File: config.mk
export PLATFORM = sky130hd
export DESIGN_NAME = url_percent_escape_codec_flat
export DESIGN_NICKNAME = d
export VERILOG_FILES = /design/src/design/upec_pkg.sv /design/src/design/upec_if.sv /design/src/design/upec_step.sv /design/src/design/url_percent_escape_codec.sv /design/src/flat_wrapper.sv
export SDC_FILE = /design/constraint.sdc
export NUM_CORES = 1
export LEC_CHECK = 0
export BUFFER_PORTS_ARGS = -buffer_cell sky130_fd_sc_hd__buf_4
export CAP_MARGIN = 20
export CORE_ASPECT_RATIO = 1.5
export CORE_MARGIN = 4
export CORE_UTILIZATION = 30
export DETAILED_ROUTE_END_ITERATION = 10
export GPL_ROUTABILITY_DRIVEN = 1
export PLACE_DENSITY = 0.45
export SLEW_MARGIN = 20
export SYNTH_ARGS = -nofsm -noshare
export SYNTH_HDL_FRONTEND = slang
export SYNTH_SLANG_ARGS = --single-unit
File: constraint.sdc
create_clock -name clk_i -period 3.3 [get_ports clk_i]
set_input_delay 0 -clock clk_i [delete_from_list [all_inputs] [get_ports clk_i]]
set_output_delay 0 -clock clk_i [all_outputs]
set_load 0.1 [all_outputs]
File: src/design/upec_pkg.sv
// ----------------------------------------------------------------------------
// URL percent-escape codec package
// Types, codes and character-class functions shared by the codec modules.
// ----------------------------------------------------------------------------
package upec_pkg;

  // Most bytes that one input byte can cause, and the width of a count of them.
  localparam int unsigned MaxResults = 7;
  localparam int unsigned CntW       = $clog2(MaxResults + 1);

  localparam logic [7:0] PctChar    = 8'h25;
  localparam logic [3:0] NibbleMask = 4'hF;

  // Mode register codes.
  localparam logic [1:0] ModeNormalize = 2'd0;
  localparam logic [1:0] ModeEscape    = 2'd1;
  localparam logic [1:0] ModeUnescape  = 2'd2;
  localparam logic [1:0] ModeSpare     = 2'd3;

  // Lookahead hold codes.
  localparam logic [1:0] HeldNone  = 2'd0;
  localparam logic [1:0] HeldPct   = 2'd1;
  localparam logic [1:0] HeldDigit = 2'd2;
  localparam logic [1:0] HeldBad   = 2'd3;

  // Register map.
  localparam logic RegCodecMode = 1'b0;

  // The bytes one input byte produces, in order.
  typedef struct packed {
    logic [MaxResults-1:0][7:0] data;
    logic [CntW-1:0]            cnt;
    logic                       last;
  } burst_t;

  function automatic logic is_hex(input logic [7:0] c);
    return (c >= 8'h30 && c <= 8'h39) || (c >= 8'h61 && c <= 8'h66) ||
           (c >= 8'h41 && c <= 8'h46);
  endfunction

  function automatic logic [3:0] hex_val(input logic [7:0] c);
    logic [7:0] v;
    if (c >= 8'h30 && c <= 8'h39) begin
      v = c - 8'h30;
    end else if (c >= 8'h61 && c <= 8'h66) begin
      v = c - 8'h57;
    end else begin
      v = c - 8'h37;
    end
    return v[3:0];
  endfunction

  function automatic logic is_reserved(input logic [7:0] c);
    logic r;
    case (c)
      8'h23, 8'h24, 8'h26, 8'h2B, 8'h2C, 8'h2F, 8'h3A,
      8'h3B, 8'h3D, 8'h3F, 8'h40, 8'h5B, 8'h5D: r = 1'b1;
      default: r = 1'b0;
    endcase
    return r;
  endfunction

  function automatic logic is_unsafe(input logic [7:0] c);
    logic u;
    case (c)
      8'h22, 8'h23, 8'h25, 8'h3C, 8'h3E, 8'h40, 8'h5B, 8'h5C,
      8'h5D, 8'h5E, 8'h60, 8'h7B, 8'h7C, 8'h7D, 8'h3A: u = 1'b1;
      default: u = (c <= 8'h20) || (c >= 8'h7F);
    endcase
    return u;
  endfunction

  // Upper-case hex digit for a nibble.
  function automatic logic [7:0] hex_char(input logic [3:0] n);
    return (n < 4'd10) ? (8'h30 + {4'h0, n}) : (8'h37 + {4'h0, n});
  endfunction

  // Append one byte to a burst.
  function automatic burst_t push(input burst_t s, input logic [7:0] b);
    burst_t r;
    r = s;
    r.data[s.cnt] = b;
    r.cnt = s.cnt + CntW'(1);
    return r;
  endfunction

  // Append the three-byte escape of a byte.
  function automatic burst_t push_escaped(input burst_t s, input logic [7:0] b);
    burst_t r;
    r = push(s, PctChar);
    r = push(r, hex_char(b[7:4]));
    r = push(r, hex_char(b[3:0] & NibbleMask));
    return r;
  endfunction

  // Release held lookahead bytes as a broken escape.
  function automatic burst_t push_held(input burst_t s, input logic [1:0] m,
                                       input logic [1:0] hc, input logic [7:0] dig);
    burst_t r;
    r = s;
    if (hc == HeldPct || hc == HeldDigit) begin
      if (m == ModeNormalize) begin
        r = push_escaped(r, PctChar);
      end else begin
        r = push(r, PctChar);
      end
      if (hc == HeldDigit) begin
        r = push(r, dig);
      end
    end
    return r;
  endfunction

  // Handle a byte with nothing held; a '%' that is held produces nothing here.
  function automatic burst_t push_fresh(input burst_t s, input logic [1:0] m,
                                        input logic [7:0] b, input logic last);
    burst_t r;
    r = s;
    if (m == ModeEscape) begin
      if (is_reserved(b)) begin
        r = push_escaped(r, b);
      end else begin
        r = push(r, b);
      end
    end else if (b == PctChar) begin
      if (last) begin
        if (m == ModeNormalize) begin
          r = push_escaped(r, PctChar);
        end else begin
          r = push(r, PctChar);
        end
      end
    end else if (m == ModeNormalize && is_unsafe(b) && !is_reserved(b)) begin
      r = push_escaped(r, b);
    end else begin
      r = push(r, b);
    end
    return r;
  endfunction

endpackage

File: src/design/upec_if.sv
// ----------------------------------------------------------------------------
// URL percent-escape codec stream interfaces
// Valid/ready channels for input and output characters.
// ----------------------------------------------------------------------------
interface upec_in_if;
  logic       valid;
  logic       ready;
  logic [7:0] in_byte;
  logic       in_last;

  modport source (output valid, output in_byte, output in_last, input ready);
  modport sink   (input valid, input in_byte, input in_last, output ready);
endinterface

interface upec_out_if;
  logic       valid;
  logic       ready;
  logic [7:0] out_byte;
  logic       out_last;

  modport source (output valid, output out_byte, output out_last, input ready);
  modport sink   (input valid, input out_byte, input out_last, output ready);
endinterface

File: src/design/upec_step.sv
// ----------------------------------------------------------------------------
// URL percent-escape codec step logic
// Holds the escape lookahead and builds the burst of bytes for one input.
// ----------------------------------------------------------------------------
module upec_step (
  input  logic                clk_i,
  input  logic                rst_ni,
  input  logic                accept_i,
  input  logic [7:0]          in_byte_i,
  input  logic                in_last_i,
  input  logic [1:0]          mode_i,
  output upec_pkg::burst_t    burst_o
);

  logic [1:0] held_count_q, held_count_d;
  logic [7:0] held_digit_q, held_digit_d;

  // Decide the burst and the next lookahead state.
  always_comb begin
    upec_pkg::burst_t res;
    logic [1:0]       m;
    logic [1:0]       hc;
    logic             hex;
    res          = '0;
    m            = (mode_i == upec_pkg::ModeSpare) ? upec_pkg::ModeNormalize : mode_i;
    hc           = (held_count_q == upec_pkg::HeldBad) ? upec_pkg::HeldNone : held_count_q;
    hex          = upec_pkg::is_hex(in_byte_i);
    held_count_d = upec_pkg::HeldNone;
    held_digit_d = '0;

    if (m == upec_pkg::ModeEscape) begin
      res = upec_pkg::push_held(res, m, hc, held_digit_q);
      res = upec_pkg::push_fresh(res, m, in_byte_i, in_last_i);
    end else if (hc == upec_pkg::HeldPct && hex && !in_last_i) begin
      held_count_d = upec_pkg::HeldDigit;
      held_digit_d = in_byte_i;
    end else if (hc == upec_pkg::HeldDigit && hex) begin
      if (m == upec_pkg::ModeNormalize) begin
        res = upec_pkg::push(res, upec_pkg::PctChar);
        res = upec_pkg::push(res, held_digit_q);
        res = upec_pkg::push(res, in_byte_i);
      end else begin
        res = upec_pkg::push(res, {upec_pkg::hex_val(held_digit_q),
                                   upec_pkg::hex_val(in_byte_i)});
      end
    end else begin
      res = upec_pkg::push_held(res, m, hc, held_digit_q);
      res = upec_pkg::push_fresh(res, m, in_byte_i, in_last_i);
      if (in_byte_i == upec_pkg::PctChar && !in_last_i) begin
        held_count_d = upec_pkg::HeldPct;
      end
    end

    // The end of a string leaves nothing held.
    if (in_last_i) begin
      held_count_d = upec_pkg::HeldNone;
      held_digit_d = '0;
    end
    res.last = in_last_i;
    burst_o  = res;
  end

  // Lookahead state advances on every input transaction.
  always_ff @(posedge clk_i or negedge rst_ni) begin
    if (!rst_ni) begin
      held_count_q <= upec_pkg::HeldNone;
      held_digit_q <= '0;
    end else if (accept_i) begin
      held_count_q <= held_count_d;
      held_digit_q <= held_digit_d;
    end
  end

endmodule

File: src/design/url_percent_escape_codec.sv
// ----------------------------------------------------------------------------
// URL percent-escape codec
// Normalizes, escapes or unescapes a byte stream under a mode register.
// ----------------------------------------------------------------------------
//  Channel  | Direction | Payload             | Handshake
//  ---------+-----------+---------------------+-----------------------------
//  in_i     | sink      | in_byte, in_last    | valid/ready
//  out_o    | source    | out_byte, out_last  | valid/ready
//  APB      | slave     | codec_mode @ 0x0    | psel/penable, pready tied
//
// An input byte produces zero to seven output bytes; the output emits one
// byte per cycle while the sink does not hold ready low.
// The burst register and the output register both limit the rate: the next
// input is taken when the burst is empty or hands its final byte onward.
// Reset clears the mode to normalize and drops any held lookahead.
// ----------------------------------------------------------------------------
module url_percent_escape_codec (
  input  logic                clk_i,
  input  logic                rst_ni,
  upec_in_if.sink             in_i,
  upec_out_if.source          out_o,
  input  logic                psel,
  input  logic                penable,
  input  logic                pwrite,
  input  logic [2:0]          paddr,
  input  logic [31:0]         pwdata,
  output logic [31:0]         prdata,
  output logic                pready
);

  logic [1:0]                   codec_mode_q;
  upec_pkg::burst_t             step_burst;
  upec_pkg::burst_t             burst_q;
  logic [upec_pkg::CntW-1:0]    rd_idx_q, rd_idx_d;
  logic                         out_valid_q, out_valid_d;
  logic [7:0]                   out_byte_q, out_byte_d;
  logic                         out_last_q, out_last_d;
  logic                         burst_valid, burst_one_left, out_free, move, in_accept;

  // Configuration register access.
  assign pready = 1'b1;
  assign prdata = (paddr[2] == upec_pkg::RegCodecMode) ? {30'd0, codec_mode_q} : 32'd0;

  always_ff @(posedge clk_i or negedge rst_ni) begin
    if (!rst_ni) begin
      codec_mode_q <= upec_pkg::ModeNormalize;
    end else if (psel && penable && pwrite && (paddr[2] == upec_pkg::RegCodecMode)) begin
      codec_mode_q <= pwdata[1:0];
    end
  end

  // Per-byte transform.
  upec_step u_step (
    .clk_i     (clk_i),
    .rst_ni    (rst_ni),
    .accept_i  (in_accept),
    .in_byte_i (in_i.in_byte),
    .in_last_i (in_i.in_last),
    .mode_i    (codec_mode_q),
    .burst_o   (step_burst)
  );

  // Handshake between the burst register and the output register.
  assign burst_valid    = rd_idx_q < burst_q.cnt;
  assign burst_one_left = (rd_idx_q + upec_pkg::CntW'(1)) == burst_q.cnt;
  assign out_free       = !out_valid_q || out_o.ready;
  assign move           = burst_valid && out_free;
  assign in_i.ready     = !burst_valid || (burst_one_left && out_free);
  assign in_accept      = in_i.valid && in_i.ready;

  // Next state of the read pointer and the output register.
  always_comb begin
    rd_idx_d    = rd_idx_q;
    out_valid_d = out_valid_q;
    out_byte_d  = out_byte_q;
    out_last_d  = out_last_q;
    if (out_free) begin
      out_valid_d = move;
    end
    if (move) begin
      out_byte_d = burst_q.data[rd_idx_q];
      out_last_d = burst_q.last && burst_one_left;
      rd_idx_d   = rd_idx_q + upec_pkg::CntW'(1);
    end
    if (in_accept) begin
      rd_idx_d = '0;
    end
  end

  // Control and burst registers.
  always_ff @(posedge clk_i or negedge rst_ni) begin
    if (!rst_ni) begin
      rd_idx_q    <= '0;
      burst_q     <= '0;
      out_valid_q <= 1'b0;
    end else begin
      rd_idx_q    <= rd_idx_d;
      out_valid_q <= out_valid_d;
      if (in_accept) begin
        burst_q <= step_burst;
      end
    end
  end

  // Output payload registers.
  always_ff @(posedge clk_i) begin
    out_byte_q <= out_byte_d;
    out_last_q <= out_last_d;
  end

  assign out_o.valid    = out_valid_q;
  assign out_o.out_byte = out_byte_q;
  assign out_o.out_last = out_last_q;

endmodule

File: src/flat_wrapper.sv
// flat-port wrapper written by rule: the top's interface ports become plain ports
module url_percent_escape_codec_flat 
  (clk_i, rst_ni, psel, penable, pwrite, paddr, pwdata, prdata, pready, in_i_valid, in_i_in_byte, in_i_in_last, in_i_ready, out_o_valid, out_o_out_byte, out_o_out_last, out_o_ready);
  upec_in_if in_i_i ();
  upec_out_if out_o_i ();
  input  logic clk_i;
  input  logic rst_ni;
  input  logic psel;
  input  logic penable;
  input  logic pwrite;
  input  logic [2:0] paddr;
  input  logic [31:0] pwdata;
  output logic [31:0] prdata;
  output logic pready;
  input wire logic [$bits(in_i_i.valid)-1:0] in_i_valid;
  input wire logic [$bits(in_i_i.in_byte)-1:0] in_i_in_byte;
  input wire logic [$bits(in_i_i.in_last)-1:0] in_i_in_last;
  output wire logic [$bits(in_i_i.ready)-1:0] in_i_ready;
  output wire logic [$bits(out_o_i.valid)-1:0] out_o_valid;
  output wire logic [$bits(out_o_i.out_byte)-1:0] out_o_out_byte;
  output wire logic [$bits(out_o_i.out_last)-1:0] out_o_out_last;
  input wire logic [$bits(out_o_i.ready)-1:0] out_o_ready;
  assign in_i_i.valid = in_i_valid;
  assign in_i_i.in_byte = in_i_in_byte;
  assign in_i_i.in_last = in_i_in_last;
  assign in_i_ready = in_i_i.ready;
  assign out_o_valid = out_o_i.valid;
  assign out_o_out_byte = out_o_i.out_byte;
  assign out_o_out_last = out_o_i.out_last;
  assign out_o_i.ready = out_o_ready;
  url_percent_escape_codec u_core (.clk_i(clk_i), .rst_ni(rst_ni), .in_i(in_i_i), .out_o(out_o_i), .psel(psel), .penable(penable), .pwrite(pwrite), .paddr(paddr), .pwdata(pwdata), .prdata(prdata), .pready(pready));
endmodule
==> metrics.md, run 1 <==
| Metric | Value |
|---|---|
| Total Nets Final | 1,352 |
| # clock sinks | 85 |
| Clock Skew | 15.79 ps |
| Flop and latch count out of synthesis | 85 |
| Crit-path leading delay family | buffers and inverters |
| Leak | 4.559 nW |
| Vias per cell | 6.193 |
| Vias in the first global route | 10,090 |
| Layout cells sized above 1 | 0.2166 |
| Commonest register cell after synthesis | dfrtp_1 |
| Root buffer cell | clkbuf_16 |
| Crit share post-route | 0.9677 |
| Highest Clock Rate | 313.2 MHz |
| CTS tree | built |
| Yosys top cell area share | 0.2131 |
| Worst Tran Pin Value | 882.5 ps |
| Met1 usage | 0.3414 |
| Core area | 29,380 µm² |
| DR vias | 10,370 |
| Total GRT Usage | 0.2879 |
| Most common cell on crit path | buf_4 |
| Die height | 219.2 µm |
| Worst-path fanout max | 5 |
| Initial Util | 0.3037 |
| RePlAce Congestion | 1.044 |
| RSZ-0062 raised after global routing | false |
| Busiest grt layer | met2 |
| Bufs on Longest Clock Path | 2 |
| Width of the chip | 148.8 µm |
| Largest net degree at the start of global routing | 57 |
| Sequential cell area fraction in the yosys report | 0.2434 |
| Final setup fails | 0 |
| Starting DRC count in detailed routing | 1,058 |
| Pre-CTS setup slack | -166.5 ps |
| Die area | 32,630 µm² |
| Avg Inst Size Synth | 7.667 µm² |
| Drt drc | 0 |
| CP bufs+invs | 6 |
| Drt total wl | 47,370 µm |
| Syn. warnings | 0 |
| Top cells by area, synth | dfrtp_1 (21%), nand2_1 (6.4%), nor2_1 (5.0%) |
| VDD IR max | 0.4157 mV |
| Cell-by-cell trace of the critical path | inv_1 -> ha_4 -> ha_1 -> nand2b_1 -> inv_1 -> ha_4 -> buf_4 -> nand2_1 -> nor2_1 -> buf_4 -> buf_4 -> a21oi_1 -> mux2i_1 -> buf_4 -> a221oi_2 -> a311oi_1 |
| Relative slew slack | 0.4117 |
| Synth cell types | 96 |
| CP max stage cell | a221oi_2 |
| Status | completed |
| Setup CP Type | flip-flop to flip-flop |
| Site Rows | 77 |
| First-pass GRT wire length | 68,920 µm |
| Worst-path clk slew | 70 ps |
| IO buf count | 31 |
| Pwr Total | 7.302 mW |
| Slowest stage delay, CP | 380 ps |
| Detailed Place HPWL | 35,310 µm |
| Post-Synthesis Cells | 1,164 |
| H-tree depth | 3 |
| TritonRoute pass-1 iters | 5 |
| Max Slew Vio Count | 0 |
| Startpoint Class | flip-flop |
| CP Capture Type | flip-flop |
| GR Layer Usage met2 | 0.4799 |
| Number of synthesized flops with an enable pin | 9 |
| Final worst slack | 106.7 ps |
| Max Cap Violations | 0 |
| Data required, critical path | 3550 ps |
| Hold Path Class | input pin to flip-flop |
| Biggest area consumer among synthesized cells | dfrtp_1 |
| Drt wl/cell | 28.28 µm |
| IO Pins | 95 |
| Tmin final | 3193 ps |
| CTS Buf Count | 9 |
| Total congestion overflow | 0 |
| Worst skew pair latency | 380 ps |
| Power Density | 670.9 nW/µm² |
| Antenna violations before repair | 1 |
| Hold_ws | 9.038 ps |
| Final Hold Vio Count | 0 |
| Area Growth Syn to Fin | 21.95% |
| Post-synthesis async set-or-reset flop share | 0.8941 |
| Post-route setup TNS | 0 ps |
| Post-route ant nets | 0 |
| GRT met3 Usage | 0.03883 |
| Synthesized cell area | 8925 µm² |
| WP data arrival | 3440 ps |
-- per-layer routing --
| metal | vias up | wire length, µm |
|---|---|---|
| met1 | 5115 | 17840 |
| li1 | 4519 | - |
| met5 | - | 0 |
| met4 | 0 | 3975 |
| met2 | 570 | 22600 |
| met3 | 170 | 2957 |
-- final timing paths --
check | startpoint | endpoint | slack, ps | cells past startpoint
setup reg to reg | u_core.codec_mode_q[1]$_DFFE_PN0P_ | u_core.burst_q[30]$_DFFE_PN0P_ | 110 | 16
min in group asynchronous | rst_ni | u_core.burst_q[58]$_DFFE_PN0P_ | 280 | 2
hold reg to reg | u_core.burst_q[55]$_DFFE_PN0P_ | u_core.burst_q[55]$_DFFE_PN0P_ | 490 | 2
hold / removal | in_i_in_byte[0] | u_core.u_step.held_digit_q[0]$_DFFE_PN0P_ | 9 | 3
setup / recovery | u_core.codec_mode_q[1]$_DFFE_PN0P_ | u_core.burst_q[30]$_DFFE_PN0P_ | 110 | 16
max in group asynchronous | rst_ni | u_core.burst_q[45]$_DFFE_PN0P_ | 2260 | 3
-- Yosys cell counts (all sizes together) (6+ instances only) --
library cell,instances
nand2,154
nor2,119
a21oi,90
buf,83
dfrtp,76
o21ai,60
clkbuf,52
mux2i,36
a211oi,32
nand3,29
nor3,28
ha,27
o22ai,27
inv,25
a31oi,23
a32oi,18
and3,16
a22oi,15
o211ai,15
xnor2,13
nand2b,12
a2111oi,11
o31ai,11
a21o,10
a221oi,10
o221ai,10
a22o,9
edfxtp,9
nor2b,9
mux4,8
a221o,7
a311oi,7
mux2,7
a211o,6
and2,6
nor3b,6
nor4,6
-- sequential cells by signal, summed over array words and instances (netlist names) --
register,cells
u_core.rd_idx_q,3
u_core.out_o.out_byte,8
u_core.u_step.held_count_q,2
u_core.out_o.out_last,1
u_core.burst_q,60
u_core.u_step.held_digit_q,8
u_core.out_o.valid,1
u_core.codec_mode_q,2
-- worst min-delay path: cells and delay by family --
family	cells	cell delay (ps)
buffers and inverters	1	170
and+or+nand+nor	1	80
AOI/OAI and AO/OA	1	70
-- placed cells by master (no fill, tap or decap), drive strengths merged, types with 6 or more instances in the layout --
master     n
and3      16
xnor2     13
o221ai    10
a21oi     90
nand2b    12
and2       6
mux2       7
mux2i     36
nand3     29
o21ai     60
conb      31
nor2b      9
mux4       8
o22ai     27
a221o      7
a31oi     23
a32oi     18
a22o       9
dfrtp     76
a311oi     7
inv       28
clkbuf    10
a211o      6
nand2    154
a22oi     15
nor4       6
a2111oi   11
nor3b      6
o211ai    15
edfxtp     9
ha        27
a221oi    10
nor2     119
buf      201
nor3      28
a21o      10
o31ai     11
a211oi    32
-- area by class of cell --
| cell class | instances | area (µm²) |
|---|---|---|
| diodes | 1 | 2.502 |
| flip-flops and latches | 85 | 2172 |
| well taps | 395 | 494.2 |
| repair buffers | 205 | 1653 |
| clock inverters | 6 | 47.55 |
| clock buffers | 10 | 229.0 |
| inverters | 26 | 97.59 |
| multi-input cells | 947 | 6188 |
| fillers | 3134 | 18500 |
-- through the flow --
stage | instance area (µm²) | cells | util
after floorplan | 9039 | 1193 | -
after detailed placement | 10450 | 1653 | 0.3556
final | 10880 | 1675 | 0.3704
after CTS | 10810 | 1673 | 0.3680
after global routing | 10880 | 1674 | 0.3703
after global placement | 10450 | 1653 | 0.3556
-- timing repair --
action | 4_1_cts | 5_1_grt
gates resized for setup | 12 | 16
endpoints found under the setup margin | 11 | 35
hold endpoints to repair | 57 | 0
setup buffers | 0 | 1
hold buffers | 4 | 0
-- report_power, final --
part / total (mW) / internal, mW / switching [mW]
Combinational: 4.47 / 1.47 / 3.00
Clock: 1.04 / 0.521 / 0.522
Sequential: 1.79 / 1.47 / 0.320
-- cells by family (layout without fill, tap and decap cells) --
kind of cell               after synthesis  in the layout  share of synthesized area
adders and majority gates               27             27                    0.03785
muxes                                   51             51                    0.06940
and+or+nand+nor                        414            414                     0.2165
xor gates and xnor gates                19             19                    0.02439
DFF                                     85             85                     0.2434
AOI/OAI and AO/OA                      405            405                     0.3164
other                                    2             32                  0.0008415
buffers and inverters                  161            247                    0.09127
Power figures use the tool's default switching activity.
==> run 2: changes to the inputs <==
==> constraint.sdc (replaced) <==
create_clock -name clk_i -period 3.3 [get_ports clk_i]
set_input_delay 0 -clock clk_i [delete_from_list [all_inputs] [get_ports clk_i]]
set_output_delay 0 -clock clk_i [all_outputs]
set_load 0.005 [all_outputs]
==> run 2 against run 1 <==
  * Combinational power is 19% lower
  * Worst hold slack better by 37 ps
  * Worst setup slack worse by 57 ps
  * Cell count decreased by 1.9%
  * Sequential power about the same
  * Largest cell class unchanged
  * Clock-buffer cell count did not move
  * Critical path depth fell by 6
  * First-iteration DRC count decreased by 0.57%
  * Clock skew down 3.2 ps
  * Global-route usage decreased by 1.3 points
  * Non-clock buffer count fell by 30
  * Die area stayed put
==> metrics.md, run 2 (same netlist as run 1, synthesis figures left out) <==
| Metric | Value |
|---|---|
| Status | completed |
| Root buffer cell | clkbuf_16 |
| Vias per cell | 6.116 |
| Area Growth Syn to Fin | 19.05% |
| Drt total wl | 45,260 µm |
| # clock sinks | 85 |
| Total GRT Usage | 0.2754 |
| Max Slew Vio Count | 0 |
| Largest net degree at the start of global routing | 69 |
| Fin area | 10,630 µm² |
| Worst r2r src | u_core.u_step.held_count_q[0]$_DFFE_PN0P_ |
| CTS tree | built |
| Total congestion overflow | 0 |
| Uppermost layer routed | met4 |
| Tmin final | 3250 ps |
| Worst Tran Pin Value | 1002 ps |
| Worst-path fanout max | 7 |
| Initial Util | 0.3037 |
| Pwr Total | 6.464 mW |
| Pre-CTS setup slack | -205.0 ps |
| IO buf count | 31 |
| Leak | 4.414 nW |
| WHS Endpoint | u_core.codec_mode_q[0]$_DFFE_PN0P_ |
| First-pass GRT wire length | 66,670 µm |
| Core area | 29,380 µm² |
| CP Capture Type | flip-flop |
| Final setup fails | 0 |
| WL met3 | 2950 µm |
| FF-to-FF End | u_core.burst_q[30]$_DFFE_PN0P_ |
| Reg-to-reg setup timing slack | 140 ps |
| Worst skew pair latency | 370 ps |
| Post-DP Area | 10,180 µm² |
| Drt wl/cell | 27.53 µm |
| VDD IR max | 0.3616 mV |
| Post-CTS Setup Inserts | 0 |
| TritonRoute pass-1 iters | 6 |
| DR vias | 10,060 |
| WP data arrival | 3560 ps |
| Routed met2 length | 21,700 µm |
| Site Rows | 77 |
| CTS Buf Count | 9 |
| Detailed Place HPWL | 33,760 µm |
| Final std cells w/o fill | 1,644 |
| Crit share post-route | 0.9849 |
| Setup CP Type | input pin to flip-flop |
| Vias in the first global route | 9,884 |
| Starting DRC count in detailed routing | 1,052 |
| Post-route ant nets | 0 |
| IO Pins | 95 |
| Largest register FFs | 60 |
| RePlAce Congestion | 1.052 |
| Hold Path Class | input pin to flip-flop |
| Commonest non-fill, non-tap cell in the layout | buf_4 |
| Max Cap Violations | 0 |
| Relative slew slack | 0.3323 |
| Width of the chip | 148.8 µm |
| Startpoint Class | input pin |
| Die area | 32,630 µm² |
| Layout cells sized above 1 | 0.1962 |
| Highest Clock Rate | 307.7 MHz |
| Most frequent cells in the layout | buf_4 (164), nand2_1 (151), nor2_1 (115), a21oi_1 (84), dfrtp_1 (76) |
| Cell count of the worst reg-to-reg path | 12 |
| Bufs on Longest Clock Path | 2 |
| Final worst slack | 49.77 ps |
| Worst Hold Depth | 3 |
| Met1 WL | 17,030 µm |
| Clock Skew | 12.62 ps |
| Hold path startpoint | penable |
| Largest Register | u_core.burst_q |
| Ant diodes | 0 |
| Worst-path clk slew | 70 ps |
| H-tree depth | 3 |
| Die height | 219.2 µm |
| Data required, critical path | 3610 ps |
| Cells after DPL | 1,623 |
| Antenna violations before repair | 0 |
| Drt drc | 0 |
| Power Density | 608.4 nW/µm² |
| Total Nets Final | 1,322 |
| Final Hold Vio Count | 0 |
run 2: layout make-up:
class,instances,area [µm²]
inverter,26,97.59
multi-input combinational,947,6167
clock inverter,6,72.57
timing repair buffer,175,1393
sequential,85,2172
fill,3103,18760
tap,395,494.2
clock buffer,10,229.0
run 2: stage by stage:
| step | hold slack (ps) | setup TNS (ps) | util |
|---|---|---|---|
| final | 45.92 | 0 | 0.3616 |
| after global routing | 66.75 | -4.349 | 0.3616 |
| after CTS | 30.19 | 0 | 0.3589 |
| after detailed placement | 220.4 | -221.2 | 0.3465 |
| after global placement | 226.9 | -220.1 | 0.3465 |
| after floorplan | -295.6 | 0 | - |
run 2: worst max-delay path by stage:
stage | startpoint | endpoint | cells after the start
after floorplan | u_core.codec_mode_q[0]$_DFFE_PN0P_ | u_core.burst_q[14]$_DFFE_PN0P_ | 11
after global routing | u_core.codec_mode_q[1]$_DFFE_PN0P_ | u_core.burst_q[30]$_DFFE_PN0P_ | 15
after CTS | u_core.codec_mode_q[0]$_DFFE_PN0P_ | u_core.burst_q[49]$_DFFE_PN0P_ | 14
after global placement | u_core.codec_mode_q[1]$_DFFE_PN0P_ | u_core.burst_q[30]$_DFFE_PN0P_ | 14
after detailed placement | u_core.codec_mode_q[1]$_DFFE_PN0P_ | u_core.burst_q[30]$_DFFE_PN0P_ | 14
final | in_i_in_byte[4] | u_core.burst_q[22]$_DFFE_PN0P_ | 10
run 2: report_power, final:
group,switching [mW],total (mW),internal [mW]
clock,0.498,1.10,0.597
sequential,0.297,1.76,1.47
combinational,2.21,3.61,1.40
total,3.00,6.46,3.46
run 2: metal layers:
metal / vias up / GRT usage
met4: 0 / 0.1756
li1: 4454 / -
met3: 172 / 0.03863
met2: 538 / 0.4699
met5: - / 0
met1: 4891 / 0.3225
run 2: repair_timing:
item,in CTS,in global routing
hold buffers,5,0
endpoints found under the hold margin,71,0
resized for setup,4,20
setup endpoints to repair,5,25
pin swaps,0,2
run 2: worst max-delay path, cell delays in order:
cell and delay [ps]:
dlygate4sd3_1 540, buf_4 180, ha_1 290, nor3b_2 200
a21boi_0 530, o41ai_1 210, a211oi_2 660, nand2_2 300
a2111oi_0 490, a2111o_1 170
==> run 3: changes to the inputs <==
- ABC_AREA: default -> 1
- CORE_MARGIN: 4 -> 5
==> run 3 against run 2 <==
  * Sequential share of layout area rose by 0.55 points
  * Largest cell class unchanged
  * Cell count rose by 20%
  * Worst setup slack improved by 130 ps
  * Clock power barely moved
  * Synthesized cell count rose by 31%
  * Clock skew fell by 0.77 ps
  * Sequential cell count did not move
  * Die area rose by 4.1%
  * Sequential power rose by 3%
  * Register-to-register slack improved by 40 ps
  * Clock-buffer cell count rose by 2
  * Power barely moved
==> metrics.md, run 3 <==
| Metric | Value |
|---|---|
| CP max stage cell | nand2_1 |
| Largest Register | u_core.burst_q |
| Hold_ws | 144.3 ps |
| Layout cells sized above 1 | 0.1201 |
| Worst Tran Pin Value | 924.1 ps |
| Relative slew slack | 0.3839 |
| Cell-by-cell trace of the critical path | inv_1 -> ha_1 -> buf_4 -> ha_1 -> nor2_1 -> nand2_1 -> o21ai_0 -> nand2_1 -> o211ai_1 -> o21ai_0 -> or2_0 -> nand3_1 -> nand3_1 -> a21oi_1 |
| CP bufs+invs | 2 |
| Max Slew Vio Count | 0 |
| Post-route ant nets | 0 |
| Top cells by area, synth | dfrtp_1 (21%), nand2_1 (16%), nor2_1 (10%) |
| Final setup fails | 0 |
| Max Cap Violations | 0 |
| Total congestion overflow | 0 |
| Power Density | 624.4 nW/µm² |
| # clock sinks | 85 |
| VDD IR max | 0.3189 mV |
| Vias per cell | 5.375 |
| Avg Inst Size Synth | 5.954 µm² |
| Post-route setup TNS | 0 ps |
| Initial Util | 0.3027 |
| Drt wl/cell | 21.86 µm |
| Cell with the most instances after synthesis | nand2_1 |
| Drt drc | 0 |
| Bufs on Longest Clock Path | 2 |
| Die height | 223.3 µm |
| Worst-path fanout max | 16 |
| IO Pins | 95 |
| CTS tree | built |
| Final worst slack | 178.0 ps |
| Worst-path clk slew | 70 ps |
| Leak | 4.901 nW |
| Detailed Place HPWL | 32,530 µm |
| Most frequent cells in the layout | nand2_1 (373), nor2_1 (248), o21ai_0 (126), nand3_1 (124) |
| Data required, critical path | 3590 ps |
| Largest net degree at the start of global routing | 65 |
| Commonest register cell after synthesis | dfrtp_1 |
| Flop and latch count out of synthesis | 85 |
| Hold Path Class | input pin to flip-flop |
| Crit share post-route | 0.9461 |
| Drt total wl | 43,150 µm |
| Syn. warnings | 0 |
| CP Capture Type | flip-flop |
| Critical path depth | 14 |
| Clock Skew | 11.86 ps |
| Total GRT Usage | 0.2461 |
| Starting DRC count in detailed routing | 992 |
| H-tree depth | 3 |
| Synthesized cell area | 9097 µm² |
| Commonest non-fill, non-tap cell in the layout | nand2_1 |
| Worst skew pair latency | 370 ps |
| Tmin final | 3122 ps |
| Final Hold Vio Count | 0 |
| Site Rows | 78 |
| Startpoint Class | flip-flop |
| Area Growth Syn to Fin | 13.71% |
| Vias in the first global route | 10,080 |
| Core area | 30,060 µm² |
| DR vias | 10,610 |
| FF-to-FF End | u_core.burst_q[14]$_DFFE_PN0P_ |
| Die area | 33,980 µm² |
| Highest Clock Rate | 320.3 MHz |
| Post-synthesis async set-or-reset flop share | 0.8941 |
| Yosys top cell area share | 0.2090 |
| Cell count of the worst reg-to-reg path | 14 |
| Biggest area consumer among synthesized cells | dfrtp_1 |
| Width of the chip | 152.2 µm |
| RSZ-0062 raised after global routing | false |
| Status | completed |
| Post-Synthesis Cells | 1,528 |
| Root buffer cell | clkbuf_16 |
| Pre-CTS setup slack | 87.51 ps |
| Total Nets Final | 1,647 |
| Number of synthesized flops with an enable pin | 9 |
| Synth cell types | 45 |
| Commonest cells post-synth | nand2_1 (379), nor2_1 (252), o21ai_0 (126), nand3_1 (124), a21oi_1 (110) |
| Sequential cell area fraction in the yosys report | 0.2388 |
| First-pass GRT wire length | 63,910 µm |
| CTS Buf Count | 9 |
| Critical Path Start | u_core.u_step.held_count_q[0]$_DFFE_PN0P_ |
| IO buf count | 31 |
| TritonRoute pass-1 iters | 5 |
| CP endpoint | u_core.burst_q[14]$_DFFE_PN0P_ |
| Crit-path leading delay family | simple AND/OR/NAND/NOR gates |
| Slowest stage delay, CP | 420 ps |
| Reg-to-reg setup timing slack | 180 ps |
| Worst r2r src | u_core.u_step.held_count_q[0]$_DFFE_PN0P_ |
| Largest register FFs | 60 |
| Ant diodes | 0 |
| Antenna violations before repair | 0 |
| WP data arrival | 3410 ps |
| RePlAce Congestion | 1.030 |
| Setup CP Type | flip-flop to flip-flop |
==> run 3: changes by cell type after synthesis, moves of 29 or more <==
cell | before | now
nor2_1 | 118 | 252
a211oi_1 | 30 | 1
nand3_1 | 29 | 124
nand2_1 | 153 | 379
mux2i_1 | 36 | 0
inv_1 | 24 | 108
o21ai_0 | 54 | 126
==> run 3: repair_timing <==
| action | in CTS | in global routing |
|---|---|---|
| hold endpoints to repair | 67 | 0 |
| setup buffers | 0 | 1 |
| hold buffers | 7 | 0 |
| endpoints found under the setup margin | 0 | 27 |
| resized for setup | 0 | 12 |
==> run 3: cells by family (layout without fill, tap and decap cells) <==
| logic type | Yosys count | after routing | synth area share |
|---|---|---|---|
| simple gates | 793 | 793 | 0.3610 |
| other cells | 2 | 31 | 0.0008255 |
| compound gates | 357 | 357 | 0.2159 |
| flops | 85 | 85 | 0.2388 |
| xor+xnor | 11 | 11 | 0.01059 |
| buf+inv | 253 | 270 | 0.1357 |
| fa+ha+maj | 27 | 27 | 0.03713 |
==> run 3: per-layer routing <==
layer / wire, µm / vias up / track usage
met5: 0 / - / 0
met4: 2471 / 0 / 0.1349
met3: 3012 / 107 / 0.03687
met2: 20310 / 476 / 0.4097
met1: 17350 / 4972 / 0.3049
li1: - / 5056 / -
==> run 3: layout make-up <==
class / instances / area, µm²
inverter: 131 / 494.2
sequential: 85 / 2172
timing repair buffer: 123 / 1016
fill: 3435 / 19710
multi-input combinational: 1219 / 5841
clock inverter: 4 / 55.05
clock buffer: 12 / 266.5
tap: 400 / 500.5
==> run 3: worst reg2reg max path: cells and delay by family (launching register included) <==
kind / cells / cell delay [ps]
buffers and inverters: 2 / 270
adders and majority gates: 2 / 520
DFF: 1 / 390
and+or+nand+nor: 6 / 1230
AOI/OAI and AO/OA: 4 / 640
==> run 3: how the worst min path moves through the flow <==
stage | startpoint | endpoint | slack, ps | depth (start not counted)
final | in_i_valid | u_core.burst_q[30]$_DFFE_PN0P_ | 140 | 5
after global routing | in_i_valid | u_core.burst_q[30]$_DFFE_PN0P_ | 190 | 5
after CTS | in_i_valid | u_core.burst_q[30]$_DFFE_PN0P_ | 130 | 5
after detailed placement | rst_ni | u_core.burst_q[43]$_DFFE_PN0P_ | 180 | 1
after global placement | rst_ni | u_core.burst_q[43]$_DFFE_PN0P_ | 190 | 1
after floorplan | rst_ni | u_core.burst_q[0]$_DFFE_PN0P_ | -300 | 0
==> run 3: per-stage QoR <==
stage / cell area [µm²] / power (mW) / instances / utilization
floorplan: 9206 / 4.036 / 1557 / -
global placement: 9910 / 5.296 / 1950 / 0.3297
detailed placement: 9910 / 5.329 / 1950 / 0.3297
CTS: 10300 / 6.479 / 1973 / 0.3427
global route: 10340 / 6.925 / 1974 / 0.3442
finish: 10340 / 6.460 / 1974 / 0.3442
==> run 3: power breakdown <==
part	switching (mW)	internal, mW
Clock	0.473	0.652
Combinational	2.36	1.17
Sequential	0.244	1.57
